File: config.mk
export PLATFORM = sky130hd
export DESIGN_NAME = http_response_deframer_flat
export DESIGN_NICKNAME = d
export VERILOG_FILES = /design/src/rtl/hrd_pkg.sv /design/src/rtl/hrd_stream_if.sv /design/src/rtl/hrd_core.sv /design/src/rtl/http_response_deframer.sv /design/src/flat_wrapper.sv
export SDC_FILE = /design/constraint.sdc
export NUM_CORES = 1
export LEC_CHECK = 0
export BUFFER_PORTS_ARGS = -buffer_cell sky130_fd_sc_hd__buf_4
export CELL_PAD_IN_SITES_DETAIL_PLACEMENT = 0
export CELL_PAD_IN_SITES_GLOBAL_PLACEMENT = 1
export CORE_MARGIN = 2
export CORE_UTILIZATION = 45
export DETAILED_ROUTE_END_ITERATION = 8
export PLACE_DENSITY_LB_ADDON = 0.1
export RECOVER_POWER = 25
export SYNTH_ARGS = -nofsm -noshare
export SYNTH_HDL_FRONTEND = slang
export SYNTH_SLANG_ARGS = --single-unit
File: constraint.sdc
create_clock -name clk -period 4 [get_ports clk]
set_input_delay 0.8 -clock clk [delete_from_list [all_inputs] [get_ports clk]]
set_output_delay 0.8 -clock clk [all_outputs]
set_load 0.05 [all_outputs]
File: src/rtl/hrd_pkg.sv
package hrd_pkg;

	localparam int LENGTH_BITS     = 32;
	localparam int SIZE_LINE_LIMIT = 31;
	localparam int MIN_STATUS_LINE = 12;

	typedef logic [LENGTH_BITS-1:0] len_t;

	localparam len_t LEN_MAX = {LENGTH_BITS{1'b1}};

	typedef enum logic [2:0] {
		PH_STATUS  = 3'd0,
		PH_HEADERS = 3'd1,
		PH_CONTENT = 3'd2,
		PH_SIZE    = 3'd3,
		PH_DATA    = 3'd4,
		PH_TRAILER = 3'd5,
		PH_DONE    = 3'd6,
		PH_ERROR   = 3'd7
	} phase_t;

	typedef enum logic [1:0] {
		ERR_NONE    = 2'd0,
		ERR_STATUS  = 2'd1,
		ERR_EOS     = 2'd2,
		ERR_TRAILER = 2'd3
	} err_t;

	localparam logic REQ_BYTE = 1'b0;
	localparam logic REQ_EOS  = 1'b1;

	typedef struct packed {
		logic       req_type;
		logic [7:0] data_byte;
	} in_item_t;

	typedef struct packed {
		logic       body_valid;
		logic [7:0] body_byte;
		logic [9:0] resp_status;
		logic       response_done;
		logic [1:0] error_kind;
	} out_item_t;

	function automatic logic [7:0] to_lower(input logic [7:0] c);
		return (c >= 8'h41 && c <= 8'h5A) ? c + 8'd32 : c;
	endfunction

	function automatic logic is_ws(input logic [7:0] c);
		return c == 8'h20 || (c >= 8'd9 && c <= 8'd13);
	endfunction

	function automatic logic [7:0] lit_proto(input logic [2:0] i);
		case (i)
			3'd0: return 8'h48;
			3'd1: return 8'h54;
			3'd2: return 8'h54;
			3'd3: return 8'h50;
			3'd4: return 8'h2F;
			3'd5: return 8'h31;
			3'd6: return 8'h2E;
			default: return 8'h00;
		endcase
	endfunction

	function automatic logic [7:0] lit_cl(input logic [3:0] i);
		case (i)
			4'd0: return "c";  4'd1: return "o";  4'd2: return "n";  4'd3: return "t";
			4'd4: return "e";  4'd5: return "n";  4'd6: return "t";  4'd7: return "-";
			4'd8: return "l";  4'd9: return "e";  4'd10: return "n"; 4'd11: return "g";
			4'd12: return "t"; 4'd13: return "h";
			default: return 8'h00;
		endcase
	endfunction

	function automatic logic [7:0] lit_te(input logic [4:0] i);
		case (i)
			5'd0: return "t";  5'd1: return "r";  5'd2: return "a";  5'd3: return "n";
			5'd4: return "s";  5'd5: return "f";  5'd6: return "e";  5'd7: return "r";
			5'd8: return "-";  5'd9: return "e";  5'd10: return "n"; 5'd11: return "c";
			5'd12: return "o"; 5'd13: return "d"; 5'd14: return "i"; 5'd15: return "n";
			5'd16: return "g";
			default: return 8'h00;
		endcase
	endfunction

	function automatic logic [7:0] lit_chunked(input logic [2:0] i);
		case (i)
			3'd0: return "c"; 3'd1: return "h"; 3'd2: return "u"; 3'd3: return "n";
			3'd4: return "k"; 3'd5: return "e"; 3'd6: return "d";
			default: return 8'h00;
		endcase
	endfunction

endpackage

File: src/rtl/hrd_stream_if.sv
interface hrd_stream_if #(parameter type payload_t = logic);
	logic     valid;
	logic     ready;
	payload_t payload;

	modport source (output valid, output payload, input ready);
	modport sink (input valid, input payload, output ready);
endinterface

File: src/rtl/hrd_core.sv
// Next-state and result logic for one transaction; purely combinational.
module hrd_core
	import hrd_pkg::*;
(
	input  phase_t     phase,
	input  logic [7:0] line_pos,
	input  logic       prev_cr,
	input  logic [9:0] status_acc,
	input  logic [3:0] sl_flags,
	input  logic [3:0] hm_flags,
	input  len_t       value_acc,
	input  logic       len_known,
	input  len_t       decl_len,
	input  logic       chunked,
	input  len_t       body_cnt,
	input  len_t       chunk_left,
	input  logic       trl_step,
	input  in_item_t   item,
	output phase_t     phase_n,
	output logic [7:0] line_pos_n,
	output logic       prev_cr_n,
	output logic [9:0] status_acc_n,
	output logic [3:0] sl_flags_n,
	output logic [3:0] hm_flags_n,
	output len_t       value_acc_n,
	output logic       len_known_n,
	output len_t       decl_len_n,
	output logic       chunked_n,
	output len_t       body_cnt_n,
	output len_t       chunk_left_n,
	output logic       trl_step_n,
	output out_item_t  result
);

	// Saturating decimal accumulate: acc*10+d, clamp at max
	function automatic len_t sat_dec(input len_t acc, input logic [3:0] d, input len_t mx);
		logic [LENGTH_BITS+4:0] w;
		w = {5'd0, acc} * (LENGTH_BITS+5)'(10) + (LENGTH_BITS+5)'(d);
		return (w > {5'd0, mx}) ? mx : w[LENGTH_BITS-1:0];
	endfunction

	function automatic len_t sat_hex(input len_t acc, input logic [3:0] d);
		logic [LENGTH_BITS+3:0] w;
		w = {acc, 4'd0} | (LENGTH_BITS+4)'(d);
		return (w[LENGTH_BITS+3:LENGTH_BITS] != 4'd0) ? LEN_MAX : w[LENGTH_BITS-1:0];
	endfunction

	function automatic logic [7:0] inc_pos(input logic [7:0] p);
		return (p != 8'hFF) ? p + 8'd1 : p;
	endfunction

	logic [7:0] c;
	logic       dig;
	logic [3:0] dval;
	logic       hexd;
	logic [3:0] hval;
	logic [7:0] lc;

	always_comb begin
		c    = item.data_byte;
		lc   = to_lower(c);
		dig  = c >= "0" && c <= "9";
		dval = c[3:0];
		hexd = dig || (lc >= "a" && lc <= "f");
		hval = dig ? c[3:0] : lc[3:0] + 4'd9;
	end

	// line character handling
	phase_t     lp_n;
	logic [7:0] lpos_n;
	logic [9:0] lsa_n;
	logic [3:0] lsl_n;
	logic [3:0] lhm_n;
	len_t       lva_n;
	logic       llk_n;
	len_t       ldl_n;
	logic       lch_n;
	len_t       lcl_n;
	logic       lpc_n;
	logic       l_done;
	logic       l_err;
	logic       is_end;
	logic [1:0] st;
	len_t       acc;
	logic       ok;

	always_comb begin
		lp_n   = phase;
		lpos_n = line_pos;
		lsa_n  = status_acc;
		lsl_n  = sl_flags;
		lhm_n  = hm_flags;
		lva_n  = value_acc;
		llk_n  = len_known;
		ldl_n  = decl_len;
		lch_n  = chunked;
		lcl_n  = chunk_left;
		lpc_n  = 1'b0;
		l_done = 1'b0;
		l_err  = 1'b0;
		st     = 2'd0;
		acc    = '0;
		ok     = 1'b0;
		is_end = prev_cr && c == 8'h0A;
		if (is_end) begin
			case (phase)
				PH_STATUS: begin
					ok = line_pos >= 8'(MIN_STATUS_LINE) && !sl_flags[0] && sl_flags[1]
						&& status_acc >= 10'd100 && status_acc <= 10'd599;
					if (ok) begin
						lp_n  = PH_HEADERS;
						llk_n = 1'b0;
						lch_n = 1'b0;
					end else begin
						lp_n  = PH_ERROR;
						lsa_n = '0;
						l_err = 1'b1;
					end
				end
				PH_HEADERS: begin
					if (!hm_flags[2]) begin
						if (line_pos == 8'd0) begin
							if (chunked) lp_n = PH_SIZE;
							else if (len_known && decl_len != '0) lp_n = PH_CONTENT;
							else if (len_known || status_acc == 10'd204 || status_acc == 10'd304) begin
								lp_n   = PH_DONE;
								l_done = 1'b1;
							end else lp_n = PH_CONTENT;
						end
					end else if (hm_flags[0]) begin
						if (hm_flags[3] && value_acc != '0) llk_n = 1'b0;
						else begin
							llk_n = 1'b1;
							ldl_n = value_acc;
						end
					end else if (hm_flags[1]) begin
						if (line_pos == 8'd7) lch_n = 1'b1;
					end
				end
				default: begin
					if (value_acc == '0) begin
						lp_n   = PH_DONE;
						l_done = 1'b1;
					end else begin
						lcl_n = value_acc;
						lp_n  = PH_DATA;
					end
				end
			endcase
			lpos_n = '0;
			lhm_n  = '0;
			lva_n  = '0;
		end else begin
			// Two characters may be consumed: a stray CR, then c. The stray CR is never a
			// digit, colon or space, so it only affects flags and position; handle it first.
			if (prev_cr) begin
				case (phase)
					PH_STATUS: begin
						if (line_pos < 8'd7) lsl_n[0] = 1'b1;
						if (lsl_n[1]) begin
							// CR is whitespace: only keeps state 0
							if (lsl_n[3:2] != 2'd0) lsl_n[3:2] = 2'd3;
						end
						lpos_n = inc_pos(line_pos);
					end
					PH_HEADERS: begin
						if (!lhm_n[2]) begin
							lhm_n[1:0] = 2'b11;
							lpos_n = inc_pos(line_pos);
						end else if (lhm_n[0]) begin
							if (line_pos[1:0] != 2'd0) lpos_n = 8'd3;
						end else if (lhm_n[1]) begin
							lhm_n[3] = 1'b1;
							if (line_pos < 8'd7) lpos_n = 8'd8;
						end
					end
					default: begin
						lpos_n = inc_pos(line_pos);
						if (line_pos < 8'(SIZE_LINE_LIMIT) && lhm_n != 4'd0) lhm_n = 4'd2;
					end
				endcase
			end
			if (c == 8'h0D) lpc_n = 1'b1;
			else begin
				case (phase)
					PH_STATUS: begin
						if (lpos_n < 8'd7 && c != lit_proto(lpos_n[2:0])) lsl_n[0] = 1'b1;
						if (!lsl_n[1]) begin
							if (c == " ") lsl_n[1] = 1'b1;
						end else begin
							st = lsl_n[3:2];
							if (st == 2'd0 && is_ws(c)) st = 2'd0;
							else if (st == 2'd0 && c == "+") st = 2'd1;
							else if (st == 2'd0 && c == "-") begin
								st    = 2'd3;
								lsa_n = '0;
							end else if (st != 2'd3 && dig) begin
								acc   = sat_dec(len_t'(status_acc), dval, len_t'(1000));
								lsa_n = acc[9:0];
								st    = 2'd2;
							end else st = 2'd3;
							lsl_n[3:2] = st;
						end
						lpos_n = inc_pos(lpos_n);
					end
					PH_HEADERS: begin
						if (!lhm_n[2]) begin
							if (c == ":") begin
								// a stray CR earlier on the line already broke both names
								lhm_n[0]   = !lhm_n[0] && lpos_n == 8'd14;
								lhm_n[1]   = !lhm_n[1] && lpos_n == 8'd17;
								lhm_n[3:2] = 2'b01;
								lpos_n = '0;
								lva_n  = '0;
							end else begin
								if (lpos_n >= 8'd14 || lc != lit_cl(lpos_n[3:0])) lhm_n[0] = 1'b1;
								if (lpos_n >= 8'd17 || lc != lit_te(lpos_n[4:0])) lhm_n[1] = 1'b1;
								lpos_n = inc_pos(lpos_n);
							end
						end else if (lhm_n[0]) begin
							st = lpos_n[1:0];
							if (st == 2'd0 && is_ws(c)) st = 2'd0;
							else if (st == 2'd0 && c == "+") st = 2'd1;
							else if (st == 2'd0 && c == "-") begin
								st = 2'd1;
								lhm_n[3] = 1'b1;
							end else if (st != 2'd3 && dig) begin
								lva_n = sat_dec(value_acc, dval, LEN_MAX);
								st    = 2'd2;
							end else st = 2'd3;
							lpos_n = {6'd0, st};
						end else if (lhm_n[1]) begin
							if (!(!lhm_n[3] && c == " ")) begin
								lhm_n[3] = 1'b1;
								if (lpos_n < 8'd7) begin
									if (lc == lit_chunked(lpos_n[2:0])) lpos_n = lpos_n + 8'd1;
									else lpos_n = 8'd8;
								end
							end
						end
					end
					default: begin
						if (lpos_n < 8'(SIZE_LINE_LIMIT)) begin
							if (lhm_n == 4'd0 && is_ws(c)) lhm_n = 4'd0;
							else if (lhm_n <= 4'd1 && hexd) begin
								lva_n = sat_hex(value_acc, hval);
								lhm_n = 4'd1;
							end else lhm_n = 4'd2;
						end
						lpos_n = inc_pos(lpos_n);
					end
				endcase
			end
		end
	end

	logic [1:0] err;
	logic       done;
	logic       bv;
	len_t       cl_dec;

	always_comb begin
		phase_n      = phase;
		line_pos_n   = line_pos;
		prev_cr_n    = prev_cr;
		status_acc_n = status_acc;
		sl_flags_n   = sl_flags;
		hm_flags_n   = hm_flags;
		value_acc_n  = value_acc;
		len_known_n  = len_known;
		decl_len_n   = decl_len;
		chunked_n    = chunked;
		body_cnt_n   = body_cnt;
		chunk_left_n = chunk_left;
		trl_step_n   = trl_step;
		err          = ERR_NONE;
		done         = 1'b0;
		bv           = 1'b0;
		cl_dec       = '0;
		if (phase == PH_DONE || phase == PH_ERROR) begin
		end else if (item.req_type == REQ_EOS) begin
			if (phase == PH_CONTENT && !len_known) begin
				phase_n = PH_DONE;
				done    = 1'b1;
			end else begin
				phase_n = PH_ERROR;
				err     = ERR_EOS;
			end
		end else begin
			case (phase)
				PH_STATUS, PH_HEADERS, PH_SIZE: begin
					phase_n      = lp_n;
					line_pos_n   = lpos_n;
					prev_cr_n    = lpc_n;
					status_acc_n = lsa_n;
					sl_flags_n   = lsl_n;
					hm_flags_n   = lhm_n;
					value_acc_n  = lva_n;
					len_known_n  = llk_n;
					decl_len_n   = ldl_n;
					chunked_n    = lch_n;
					chunk_left_n = lcl_n;
					done         = l_done;
					if (l_err) err = ERR_STATUS;
					if (is_end && phase == PH_HEADERS) body_cnt_n = '0;
				end
				PH_CONTENT: begin
					bv = 1'b1;
					if (body_cnt != LEN_MAX) body_cnt_n = body_cnt + 1'b1;
					if (len_known && body_cnt_n >= decl_len) begin
						phase_n = PH_DONE;
						done    = 1'b1;
					end
				end
				PH_DATA: begin
					bv = 1'b1;
					if (body_cnt != LEN_MAX) body_cnt_n = body_cnt + 1'b1;
					cl_dec = (chunk_left != '0) ? chunk_left - 1'b1 : chunk_left;
					chunk_left_n = cl_dec;
					if (cl_dec == '0) begin
						phase_n    = PH_TRAILER;
						trl_step_n = 1'b0;
					end
				end
				default: begin
					if (!trl_step && c == 8'h0D) trl_step_n = 1'b1;
					else if (trl_step && c == 8'h0A) begin
						trl_step_n = 1'b0;
						phase_n    = PH_SIZE;
						line_pos_n = '0;
						prev_cr_n  = 1'b0;
						hm_flags_n = '0;
						value_acc_n = '0;
					end else begin
						phase_n = PH_ERROR;
						err     = ERR_TRAILER;
					end
				end
			endcase
		end
		result.body_valid    = bv;
		result.body_byte     = bv ? c : 8'd0;
		result.resp_status   = (phase_n == PH_STATUS) ? 10'd0 : status_acc_n;
		result.response_done = done;
		result.error_kind    = err;
	end

endmodule

File: src/rtl/http_response_deframer.sv
// HTTP/1.1 response deframer. One transaction on in_ch is one received byte or an
// end-of-stream event; each gives exactly one result transaction on out_ch carrying
// the body byte (chunk framing removed), the accepted status code, a done pulse and
// an error code. The whole parse step is a single combinational pass from the state
// registers into the output register, so the block takes a byte every cycle while
// out_ch is ready, and keeps taking one while a result waits as long as the output
// register frees in the same cycle. After done or an error the block ignores input
// until reset.
module http_response_deframer
	import hrd_pkg::*;
(
	input logic       clk,
	input logic       arst_n,
	hrd_stream_if.sink   in_ch,
	hrd_stream_if.source out_ch
);

	phase_t     phase_q, phase_n;
	logic [7:0] line_pos_q, line_pos_n;
	logic       prev_cr_q, prev_cr_n;
	logic [9:0] status_acc_q, status_acc_n;
	logic [3:0] sl_flags_q, sl_flags_n;
	logic [3:0] hm_flags_q, hm_flags_n;
	len_t       value_acc_q, value_acc_n;
	logic       len_known_q, len_known_n;
	len_t       decl_len_q, decl_len_n;
	logic       chunked_q, chunked_n;
	len_t       body_cnt_q, body_cnt_n;
	len_t       chunk_left_q, chunk_left_n;
	logic       trl_step_q, trl_step_n;
	out_item_t  res;
	out_item_t  out_q;
	logic       out_valid_q;
	logic       take;

	assign in_ch.ready    = !out_valid_q || out_ch.ready;
	assign take           = in_ch.valid && in_ch.ready;
	assign out_ch.valid   = out_valid_q;
	assign out_ch.payload = out_q;

	hrd_core u_core (
		.phase(phase_q), .line_pos(line_pos_q), .prev_cr(prev_cr_q),
		.status_acc(status_acc_q), .sl_flags(sl_flags_q), .hm_flags(hm_flags_q),
		.value_acc(value_acc_q), .len_known(len_known_q), .decl_len(decl_len_q),
		.chunked(chunked_q), .body_cnt(body_cnt_q), .chunk_left(chunk_left_q),
		.trl_step(trl_step_q), .item(in_ch.payload),
		.phase_n(phase_n), .line_pos_n(line_pos_n), .prev_cr_n(prev_cr_n),
		.status_acc_n(status_acc_n), .sl_flags_n(sl_flags_n), .hm_flags_n(hm_flags_n),
		.value_acc_n(value_acc_n), .len_known_n(len_known_n), .decl_len_n(decl_len_n),
		.chunked_n(chunked_n), .body_cnt_n(body_cnt_n), .chunk_left_n(chunk_left_n),
		.trl_step_n(trl_step_n), .result(res)
	);

	always_ff @(posedge clk or negedge arst_n) begin
		if (!arst_n) begin
			phase_q      <= PH_STATUS;
			line_pos_q   <= '0;
			prev_cr_q    <= 1'b0;
			status_acc_q <= '0;
			sl_flags_q   <= '0;
			hm_flags_q   <= '0;
			value_acc_q  <= '0;
			len_known_q  <= 1'b0;
			decl_len_q   <= '0;
			chunked_q    <= 1'b0;
			body_cnt_q   <= '0;
			chunk_left_q <= '0;
			trl_step_q   <= 1'b0;
			out_valid_q  <= 1'b0;
		end else begin
			if (take) begin
				phase_q      <= phase_n;
				line_pos_q   <= line_pos_n;
				prev_cr_q    <= prev_cr_n;
				status_acc_q <= status_acc_n;
				sl_flags_q   <= sl_flags_n;
				hm_flags_q   <= hm_flags_n;
				value_acc_q  <= value_acc_n;
				len_known_q  <= len_known_n;
				decl_len_q   <= decl_len_n;
				chunked_q    <= chunked_n;
				body_cnt_q   <= body_cnt_n;
				chunk_left_q <= chunk_left_n;
				trl_step_q   <= trl_step_n;
				out_valid_q  <= 1'b1;
			end else if (out_ch.ready) begin
				out_valid_q <= 1'b0;
			end
		end
	end

	always_ff @(posedge clk) begin
		if (take) out_q <= res;
	end

	a_done_err_excl: assert property (@(posedge clk) disable iff (!arst_n)
		out_valid_q |-> !(out_q.response_done && out_q.error_kind != ERR_NONE))
		else $error("done and error in one result");
	a_terminal_stays: assert property (@(posedge clk) disable iff (!arst_n)
		(phase_q == PH_DONE || phase_q == PH_ERROR) |=>
		(phase_q == PH_DONE || phase_q == PH_ERROR))
		else $error("left terminal phase");
	a_body_in_body: assert property (@(posedge clk) disable iff (!arst_n)
		take && res.body_valid |-> (phase_q == PH_CONTENT || phase_q == PH_DATA))
		else $error("body byte outside body phase");

endmodule

File: src/flat_wrapper.sv
// flat-port wrapper written by rule: the top's interface ports become plain ports
module http_response_deframer_flat import hrd_pkg::*;
  (clk, arst_n, in_ch_valid, in_ch_payload, in_ch_ready, out_ch_valid, out_ch_payload, out_ch_ready);
  hrd_stream_if #(.payload_t(in_item_t)) in_ch_i ();
  hrd_stream_if #(.payload_t(out_item_t)) out_ch_i ();
  input logic clk;
  input logic arst_n;
  input wire logic [$bits(in_ch_i.valid)-1:0] in_ch_valid;
  input wire logic [$bits(in_ch_i.payload)-1:0] in_ch_payload;
  output wire logic [$bits(in_ch_i.ready)-1:0] in_ch_ready;
  output wire logic [$bits(out_ch_i.valid)-1:0] out_ch_valid;
  output wire logic [$bits(out_ch_i.payload)-1:0] out_ch_payload;
  input wire logic [$bits(out_ch_i.ready)-1:0] out_ch_ready;
  assign in_ch_i.valid = in_ch_valid;
  assign in_ch_i.payload = in_ch_payload;
  assign in_ch_ready = in_ch_i.ready;
  assign out_ch_valid = out_ch_i.valid;
  assign out_ch_payload = out_ch_i.payload;
  assign out_ch_i.ready = out_ch_ready;
  http_response_deframer u_core (.clk(clk), .arst_n(arst_n), .in_ch(in_ch_i), .out_ch(out_ch_i));
endmodule
# ---- Word-level counts from Yosys, hierarchy flattened
# Memories as Yosys holds them, arrays and structs flattened.
# Cells that the tools add are included.
dict set report word_totals {
  memories 2
  inputBits 13
  romBits 336
  output_inout_bits 24
  elab_cells 405
  regBits 184
}
# name depth width read_ports rd_ports_with_merged_regs write_ports line_no
set mem_list {}
lappend mem_list {{(name not given)} 32 7 1 0 0 hrd_pkg.sv:77} ;# case (i)
lappend mem_list {{(name not given)} 16 7 1 0 0 hrd_pkg.sv:67} ;# case (i)
dict set report classes {
  n_eq_ne 55
  n_lt_le_gt_ge 21
  add_sub_neg 8
  n_bitwise 8
  n_reduce_logical 84
  multipliers 2
  muxes 205
}
# cell n
set op_table {}
lappend op_table {{$mux W32} 25}
lappend op_table {{$mux W8} 44}
lappend op_table {{$pmux W32 S2} 3}
lappend op_table {{$mux W10} 14}
lappend op_table {{$pmux W32 S3} 1}
lappend op_table {{$reduce_bool A32 Y1} 3}
lappend op_table {{$logic_not A32 Y1} 2}
lappend op_table {{$mux W1} 56}
lappend op_table {{$pmux W7 S7} 1}
lappend op_table {{$mux W4} 11}
lappend op_table {{$mux W2} 21}
lappend op_table {{$mux W3} 14}
lappend op_table {{$pmux W7 S6} 1}
lappend op_table {{$add A36 B4 Y37} 1}
lappend op_table {{$gt A37 B32 Y1 const B} 1}
lappend op_table {{$or A36 B4 Y36} 1}
lappend op_table {{$mul A32 B3 Y35 const B} 1}
lappend op_table {{$add A32 B1 Y32 const B} 1}
lappend op_table {{$eq A8 B6 Y1 const B} 4}
lappend op_table {{$ge A32 B32 Y1} 1}
lappend op_table {{$logic_and A1 B1 Y1} 32}
lappend op_table {{$ne A32 B32 Y1 const B} 1}
lappend op_table {{$sub A32 B1 Y32 const B} 1}
lappend op_table {{$ne A5 B5 Y1 const B} 6}
lappend op_table {{other kinds (58)} 137}

# ---- Logic depth before layout (Yosys ltp)
# Gate-level depths: netlist of the first run.
dict set report logic_depth {
  word_depth 29
  depth_mapped 22
  mapped_depth_nobuf 21
}

# ---- Hierarchy
# Synthesis of the first run repeated with hierarchy kept, for this count alone.
dict set report hier_totals {
  hier_cells 2398
  area_unflattened_um2 19921.6
}
# module cells_each seq_area_each_um2 n_inst area_each_um2
set by_module_without_submodules {}
lappend by_module_without_submodules {hrd_core 2032 0.0 1 12918.6}
lappend by_module_without_submodules {http_response_deframer 366 4714.5 1 7003.0}

# ---- Worst setup path before layout of the first run
# No wires, ideal clock.
dict set report synth_timing {
  path_kind {reg-to-reg}
  from {register u_core.body_cnt_q[18]}
  to {register u_core.out_q, in the netlist u_core.out_ch.payload[12], data pin}
  t_required_ns 3.728
  arrival_ns 4.070
  setup_slack_ns -0.342
  path_stages_with_launch 22
  setup_time_ns 0.272
  synth_period_minus_slack_ns 4.342
  path_buffers 1
  cell_sequence {dfrtp_1 -> and3_1 -> and3_1 -> nand3_1 -> nor2_1 -> or3_1 -> nor2_1 -> and3_1 -> clkbuf_1 -> and3_1 -> xor2_1 -> ha_1 -> a21o_1 -> a21o_1 -> a21oi_1 -> nor2_1 -> a211oi_1 -> nor3_1 -> o31ai_1 -> o21ai_0 -> nor4_4 -> nor2_1}
}
dict set report synth_via {
  elab_chain_cells 12
  elab_cells_between_ends 13
  classes_between {add/sub (1); order compare (1); eq/ne (1); mux (8); reduce/logical (2)}
}
# item line_no
set synth_lines {}
lappend synth_lines {{start: declaration} http_response_deframer.sv:28} ;# len_t body_cnt_q, body_cnt_n;
lappend synth_lines {{start signal: assignment} http_response_deframer.sv:82} ;# body_cnt_q <= body_cnt_n;
lappend synth_lines {{$add A32 B1 Y32 or $ne A32 B32 Y1 (tied branches)} hrd_core.sv:309} ;# if (body_cnt != LEN_MAX) body_cnt_n = body_cnt + 1'b1;
lappend synth_lines {{$mux W32 *} -}
lappend synth_lines {{$mux W32 *} hrd_core.sv:290} ;# case (phase)
lappend synth_lines {{$mux W32 *} hrd_core.sv:281} ;# end else if (item.req_type == REQ_EOS) begin
lappend synth_lines {{$mux W32 *} hrd_core.sv:280} ;# if (phase == PH_DONE || phase == PH_ERROR) begin
lappend synth_lines {{$ge A32 B32 Y1 *} hrd_core.sv:310} ;# if (len_known && body_cnt_n >= decl_len) begin
lappend synth_lines {{$logic_and A1 B1 Y1 *} hrd_core.sv:310}
lappend synth_lines {{$mux W3 *} hrd_core.sv:310}
lappend synth_lines {{$pmux W3 S3 *} hrd_core.sv:290}
lappend synth_lines {{$mux W3 *} hrd_core.sv:281}
lappend synth_lines {{$mux W3 *} hrd_core.sv:280}
lappend synth_lines {{$logic_not A3 Y1 *} hrd_core.sv:343} ;# result.resp_status = (phase_n == PH_STATUS) ? 10'd0 : status_acc_n;
lappend synth_lines {{end signal: assignment} http_response_deframer.sv:93} ;# if (take) out_q <= res;
lappend synth_lines {{end: declaration} http_response_deframer.sv:32} ;# out_item_t out_q;
# Mark *: on every way between the ends. The rest lies on a longest branch, timed or not. The select of a mux whose other input is x is not followed.
# A chain may end at the register's enable or synchronous reset.

# ---- Final worst setup path of the first run
dict set report layout_timing {
  from {register u_core.value_acc_q[3]}
  to {register u_core.value_acc_q[26]}
}
dict set report layout_via {
  elab_chain_cells 14
}
# item line_no
set layout_lines {}
lappend layout_lines {{start: declaration} http_response_deframer.sv:24} ;# len_t value_acc_q, value_acc_n;
lappend layout_lines {{start signal: assignment} http_response_deframer.sv:78} ;# value_acc_q <= value_acc_n;
lappend layout_lines {{$mul A32 B3 Y35 *} hrd_core.sv:38} ;# w = {5'd0, acc} * (LENGTH_BITS+5)'(10) + (LENGTH_BITS+5)'(d);
lappend layout_lines {{$add A36 B4 Y37 *} hrd_core.sv:38}
lappend layout_lines {{$gt A37 B32 Y1} hrd_core.sv:39} ;# return (w > {5'd0, mx}) ? mx : w[LENGTH_BITS-1:0];
lappend layout_lines {{$mux W32 *} hrd_core.sv:39}
lappend layout_lines {{$mux W32 *} hrd_core.sv:227} ;# end else if (st != 2'd3 && dig) begin
lappend layout_lines {{$mux W32 *} hrd_core.sv:224} ;# else if (st == 2'd0 && c == "-") begin
lappend layout_lines {{$mux W32 *} hrd_core.sv:223} ;# else if (st == 2'd0 && c == "+") st = 2'd1;
lappend layout_lines {{$mux W32 *} hrd_core.sv:222} ;# if (st == 2'd0 && is_ws(c)) st = 2'd0;
lappend layout_lines {{$mux W32 *} hrd_core.sv:220} ;# end else if (lhm_n[0]) begin
lappend layout_lines {{$mux W32 *} hrd_core.sv:207} ;# if (!lhm_n[2]) begin
lappend layout_lines {{$pmux W32 S2 *} hrd_core.sv:185} ;# case (phase)
lappend layout_lines {{$mux W32 *} hrd_core.sv:183} ;# if (c == 8'h0D) lpc_n = 1'b1;
lappend layout_lines {{$mux W32 *} hrd_core.sv:105} ;# if (is_end) begin
lappend layout_lines {{$pmux W32 S2 *} hrd_core.sv:290}
# Marks and branches as above.

==> flow_summary.toml, run 1 <==
[route]
wl_per_cell_um = 20.7
vias = 18900
finalWirelength_mm = 63.2
avgViaCountPerCell = 6.20
drt_iter0_markers = 1407
first_pass_iters = 5
drc_errors = 0
ant_nets = 0

[clocking]
clkTransAtPathRegs_ns = 0.08
clockBufferDepth = 2
cts_tree = "done"
cts_made_buffers = 17
htree_levels = 4
cts.sinks = 184
clk_latency_ns = 0.47
cts_root_buf = "clkbuf_16"

[layout]
layout_common_cells = "buf_4 (379), nand2_1 (203), nor2_1 (168)"
num_antenna_cells = 0
layout-drive-gt1-share_pct = 26.1
final_common_cell = "buf_4"
syn2layout_area_growth_pct = 26.3
design_area_sq_um = 22500
final_cell_count_no_fill = 3054
fin_nets = 2675

[placement]
hpwl_mm = 47.4
place.port_buffers = 36
post-place-cells = 2979
postPlaceCellArea_sq_um = 20600
dpl_worst_slack_ns = -0.146
gp_congestion = 0.920

[timing]
rsz0062_at_grt = "yes"
fmax_ghz = 0.246
timing.hold.ws_ns = 0.482
slew_violations = 50
period_needed_ns = 4.06
tns_ns = -0.796
fin_ws_ns = -0.0573
max_slew_margin_pct = -88.5
tightest_slew_ns = 2.83
period_share_pct = 101
setup_viol = 36
clock_skew_ns = 0.0146
hold_viol = 0

[synthesis]
netlist_instances = 2227
synth-edff-count = 22
synth_top_cell_by_area = "dfrtp_1"
avgSynthCellArea_sq_um = 7.98
syn-cell-area_sq_um = 17800
synth_top_area_share_pct = 22.8
yosys_warnings = 0
synth_cell_types = 103
synth_nets = 2379
synth-main-ff-cell = "dfrtp_1"
ys_async_sr_fraction_pct = 88.0
seq_area_frac_synth_pct = 26.5
synthTopCellsByArea = "dfrtp_1 (23%), ha_1 (9.5%), o21ai_0 (5.4%)"
ys_seq_elements = 184

[worst_setup_path]
start_kind = "flop"
worstPathRequired_ns = 4.33
end_kind = "flop"
path_class = "reg -> reg"
reg2reg_depth = 18
crit_fanout = 8
startpoint = "u_core.value_acc_q[3]"
r2r-start = "u_core.value_acc_q[3]"
arrival_ns = 4.39

[global_route]
grt_pass1_vias = 18300
antenna_found_initial = 0
grt_pass1_wl_mm = 100
grt_overflow_total = 0
track_usage_pct = 30.4
grt_max_degree = 57

[power_and_ir_drop]
p_per_area_nw_per_um2 = 483
p_leak_uw = 0.00975
ir_worst_vdd_v = 0.000364

[floorplan]
die_x_um = 203
dieArea_sq_um = 41100
core_area_sq_um = 38800
start_util_pct = 45.8
die_height_um = 203
io-pin-count = 37
row_count = 72

[flow_run]
cap_violations = 1

[hold_path]
hp-start = "u_core.sl_flags_q[0]"
hold_depth = 1
hp-class = "reg -> reg"

[outcome]
status = "finished with violations"
violations = "max-capacitance violations, max-slew violations, negative setup slack"
[area by class of cell]
class	count	area, sq um
multi-input cells	1839	13100
flip-flops and latches	184	4710
clock inverters	14	154
fillers	3636	16400
repair buffers	395	3090
clock buffers	18	429
well taps	518	648
inverters	86	323
[worst max-delay path, cell delays in order, from the launching register on]
cell and delay [ns]:
dfrtp_1 0.43, ha_4 0.30, ha_4 0.13, inv_2 0.03
fa_2 0.36, nor2b_4 0.16, o2111ai_4 0.20, a211o_1 0.38
a31oi_2 0.22, buf_4 0.17, o21ai_4 0.06, or3_1 0.37
mux2i_1 0.21, o31ai_2 0.08, buf_4 0.16, o32ai_4 0.28
buf_12 0.17, buf_12 0.14, o211ai_1 0.09
[registers in the layout, indices dropped and copies added (netlist names)]
| signal | cells |
|---|---|
| u_core.line_pos_q | 8 |
| u_core.sl_flags_q | 4 |
| u_core.status_acc_q | 10 |
| u_core.phase_q | 3 |
| u_core.body_cnt_q | 32 |
| u_core.prev_cr_q | 1 |
| u_core.out_ch.valid | 1 |
| u_core.decl_len_q | 32 |
| u_core.chunk_left_q | 32 |
| u_core.hm_flags_q | 4 |
| u_core.trl_step_q | 1 |
| u_core.out_ch.payload | 22 |
| u_core.len_known_q | 1 |
| u_core.chunked_q | 1 |
| u_core.value_acc_q | 32 |
[worst paths after layout]
kind	end	slack, ns
worst max-delay path	u_core.value_acc_q[26]	-0.06
worst min-delay path	u_core.sl_flags_q[0]	0.48
worst max register to register	u_core.value_acc_q[26]	-0.06
worst min register to register	u_core.sl_flags_q[0]	0.48
max in group asynchronous	u_core.status_acc_q[4]	0.54
min in group asynchronous	u_core.chunk_left_q[30]	1.24
[synth_stat cells (11+ instances only)]
master and n:
a211oi_1 23, a21o_1 42, a21oi_1 175, a22o_1 21
a2bb2oi_1 20, a31oi_1 36, and2_1 17, and3_1 30
buf_2 17, clkbuf_1 87, dfrtp_1 162, edfxtp_1 22
ha_1 135, inv_1 82, mux2_2 35, mux2i_1 16
nand2_1 205, nand2b_1 24, nand3_1 65, nand4_1 51
nor2_1 172, nor3_1 60, nor4_1 67, o211ai_1 20
o21a_1 19, o21ai_0 193, o21ai_1 18, o21bai_1 11
o22a_1 14, o31ai_1 28, or2_2 15, or3_1 16
xnor2_1 66, xor2_1 30
[logic make-up after synthesis]
group / Yosys count / synth area share (%)
AO/OA/AOI/OAI: 759 / 28.1
XOR/XNOR: 96 / 4.73
adder cells (fa/ha/maj): 140 / 10.0
buffers and inverters: 204 / 4.69
flip-flops: 184 / 26.5
multiplexers: 51 / 3.12
AND/OR/NAND/NOR: 793 / 22.9
[metrics by stage]
stage               total power (uW)  util, %
floorplan                       6250        -
global placement                8450     53.2
detailed placement              8510     53.2
CTS                            10400     56.0
global route                   11600     57.8
finish                         10800     57.8
[metal layers]
metal | share of wire [%] | vias to the layer above | global-route usage (%)
met4 | 3.6 | 0 | 11.6
met5 | 0 | - | 0
li1 | - | 9008 | -
met1 | 44 | 9187 | 40.2
met2 | 48 | 604 | 50.6
met3 | 5.0 | 124 | 4.08
[where the power goes]
| group | internal (uW) | leakage (uW) | switching, uW |
|---|---|---|---|
| clock network | 838 | 0.000286 | 902 |
| registers | 2190 | 0.00241 | 362 |
| logic | 2820 | 0.00706 | 3730 |
[what timing repair did]
action,in CTS,in global routing
hold endpoints to repair,0,0
pin swaps,20,100
gates resized for setup,88,119
hold buffers,0,0
gates cloned,2,2
setup endpoints to repair,46,59
buffers inserted,21,18
Power figures use the tool's default switching activity.
==> run 2, diff against run 1 <==
--- a/config.mk
+++ b/config.mk
@@ -8,6 +8,7 @@
 export BUFFER_PORTS_ARGS = -buffer_cell sky130_fd_sc_hd__buf_4
 export CELL_PAD_IN_SITES_DETAIL_PLACEMENT = 0
 export CELL_PAD_IN_SITES_GLOBAL_PLACEMENT = 1
+export CORE_ASPECT_RATIO = 0.5
 export CORE_MARGIN = 2
 export CORE_UTILIZATION = 45
 export DETAILED_ROUTE_END_ITERATION = 8
==> run 2 against run 1 <==
  * The run still ends with max-capacitance violations, max-slew violations, negative setup slack left
  * Clock-buffer cell count increased by 2
  * Routed wire length decreased by 1.6%
  * Cell count decreased by 0.92%
  * Clock skew increased by 0.00079 ns
  * Global-route usage decreased by 0.86 points
  * Sequential share of layout area increased by 0.41 points
  * Critical path type unchanged
  * Largest power group unchanged
==> flow_summary.toml, run 2 (same netlist as run 1, synthesis figures left out) <==
[outcome]
status = "finished with violations"
violations = "max-capacitance violations, max-slew violations, negative setup slack"

[power_and_ir_drop]
ir_worst_vdd_v = 0.000303
clkPwrFrac_pct = 16.3
p_sw_uw = 4810
power.total_uw = 10600
seqPwrFrac_pct = 24.1
p_leak_uw = 0.00960
p_per_area_nw_per_um2 = 481
netSwitchingFraction_pct = 45.4
p_comb_share_pct = 59.6
intPower_uw = 5780

[global_route]
grt_pass1_vias = 17100
grt_overflow_total = 0
grt_max_degree = 97
antenna_found_initial = 0
grt_pass1_wl_mm = 96.5
track_usage_pct = 29.5

[floorplan]
io-pin-count = 37
row_count = 51
die_height_um = 145
start_util_pct = 45.7
core_area_sq_um = 38900
die_x_um = 285
dieArea_sq_um = 41200

[route]
ant_nets = 0
drc_errors = 0
wl_per_cell_um = 20.6
vias = 18800
first_pass_iters = 6
drt_iter0_markers = 1655
finalWirelength_mm = 62.2
avgViaCountPerCell = 6.20

[flow_run]
cap_violations = 1

[placement]
gp_congestion = 0.929
hpwl_mm = 47.1
place.port_buffers = 36
postPlaceCellArea_sq_um = 20500
dpl_worst_slack_ns = -0.153

[worst_setup_path]
start_kind = "flop"
path_class = "reg -> reg"
end_kind = "flop"
cpMaxStageDelayCell = "dfrtp_1"
path_buf_inv = 2
path_cells = "and3_4 -> and3_4 -> nand3_2 -> nor2_4 -> or3_4 -> nor2_4 -> nand4_1 -> nor2_1 -> xor2_1 -> ha_1 -> a21o_1 -> a211oi_2 -> nor3_1 -> o31ai_1 -> o21ai_2 -> nor4_4 -> buf_4 -> clkbuf_16 -> a21oi_1"
arrival_ns = 4.38
crit_family = "simple AND/OR/NAND/NOR gates"
worstPathRequired_ns = 4.21
crit_fanout = 5
critical-path-max-stage-delay_ns = 0.38

[timing]
slew_violations = 96
hold_viol = 0
fin_ws_ns = -0.170
setup_viol = 12
clock_skew_ns = 0.0154
period_share_pct = 104
period_needed_ns = 4.17
tightest_slew_ns = 2.55
rsz0062_at_grt = "yes"
fmax_ghz = 0.240
max_slew_margin_pct = -69.8

[layout]
multiInputGateArea_sq_um = 12900
final_common_cell = "buf_4"
nFillCells = 3711
layout-drive-gt1-share_pct = 23.5
final-seq-area_sq_um = 4710
syn2layout_area_growth_pct = 23.9
design_area_sq_um = 22000
num_antenna_cells = 0
fin_nets = 2635
layout_common_cells = "buf_4 (337), nand2_1 (204), o21ai_0 (173)"

[clocking]
clk_latency_ns = 0.46
htree_levels = 4
cts_root_buf = "clkbuf_16"
cts_made_buffers = 17
clockBufferDepth = 2
cts_tree = "done"
cts.sinks = 184
clkTransAtPathRegs_ns = 0.07

[hold_path]
hp-class = "reg -> reg"
-- run 2: worst reg2reg max path, stage by stage (launching register included) --
cell       delay [ns]
dfrtp_1          0.38
and3_4           0.20
and3_4           0.18
nand3_2          0.10
nor2_4           0.05
or3_4            0.35
nor2_4           0.13
nand4_1          0.24
nor2_1           0.18
xor2_1           0.24
ha_1             0.29
a21o_1           0.18
a211oi_2         0.22
nor3_1           0.07
o31ai_1          0.31
o21ai_2          0.17
nor4_4           0.27
buf_4            0.18
clkbuf_16        0.15
a21oi_1          0.04
-- run 2: metal layers --
layer	track usage, %	up-vias	part of all wire [%]
li1	-	8960	-
met1	43.7	9168	49
met2	46.5	584	44
met3	3.69	55	5.5
met4	5.07	0	1.0
met5	0	-	0
-- run 2: per-stage QoR --
stage / cells / utilization (%) / hold slack [ns] / setup TNS [ns]
5_1_grt: 3026 / 56.6 / 0.507 / -7.43
3_5_place_dp: 2970 / 52.7 / 0.455 / -4.01
2_1_floorplan: 2227 / - / 0.440 / -0.0154
3_3_place_gp: 2970 / 52.7 / 0.450 / -1.07
4_1_cts: 3010 / 54.9 / 0.472 / -2.13
6_report: 3026 / 56.6 / 0.470 / -1.58
-- run 2: layout make-up --
class	count	area share, %
clock buffers	20	2.08
clock inverters	12	0.528
inverters	86	1.47
multi-input cells	1839	58.6
flip-flops and latches	184	21.4
well taps	530	3.01
repair buffers	355	12.9
-- run 2: path summary, 6_finish.rpt --
kind,cells past startpoint,slack [ns],to,startpoint
setup / recovery,19,-0.17,u_core.out_ch.payload[7],u_core.body_cnt_q[20]
hold / removal,1,0.47,u_core.sl_flags_q[0],u_core.sl_flags_q[0]
setup reg to reg,19,-0.17,u_core.out_ch.payload[7],u_core.body_cnt_q[20]
hold reg to reg,1,0.47,u_core.sl_flags_q[0],u_core.sl_flags_q[0]
max in group asynchronous,1,1.38,u_core.decl_len_q[1],arst_n
min in group asynchronous,1,1.11,u_core.chunk_left_q[31],arst_n
-- run 2: what timing repair did --
action | in CTS | in global routing
resized for setup | 50 | 106
gates cloned | 2 | 2
setup endpoints to repair | 40 | 55
pin swaps | 29 | 59
buffers inserted | 6 | 15
hold buffers | 0 | 0
-- run 2: power by group through the flow --
stage,sequential [uW],clock (uW),combinational [uW]
finish,2550,1720,6320
global route,2590,1820,6870
CTS,2530,1750,6050
detailed placement,2570,0,5880
global placement,2570,0,5850
floorplan,2600,0,3660
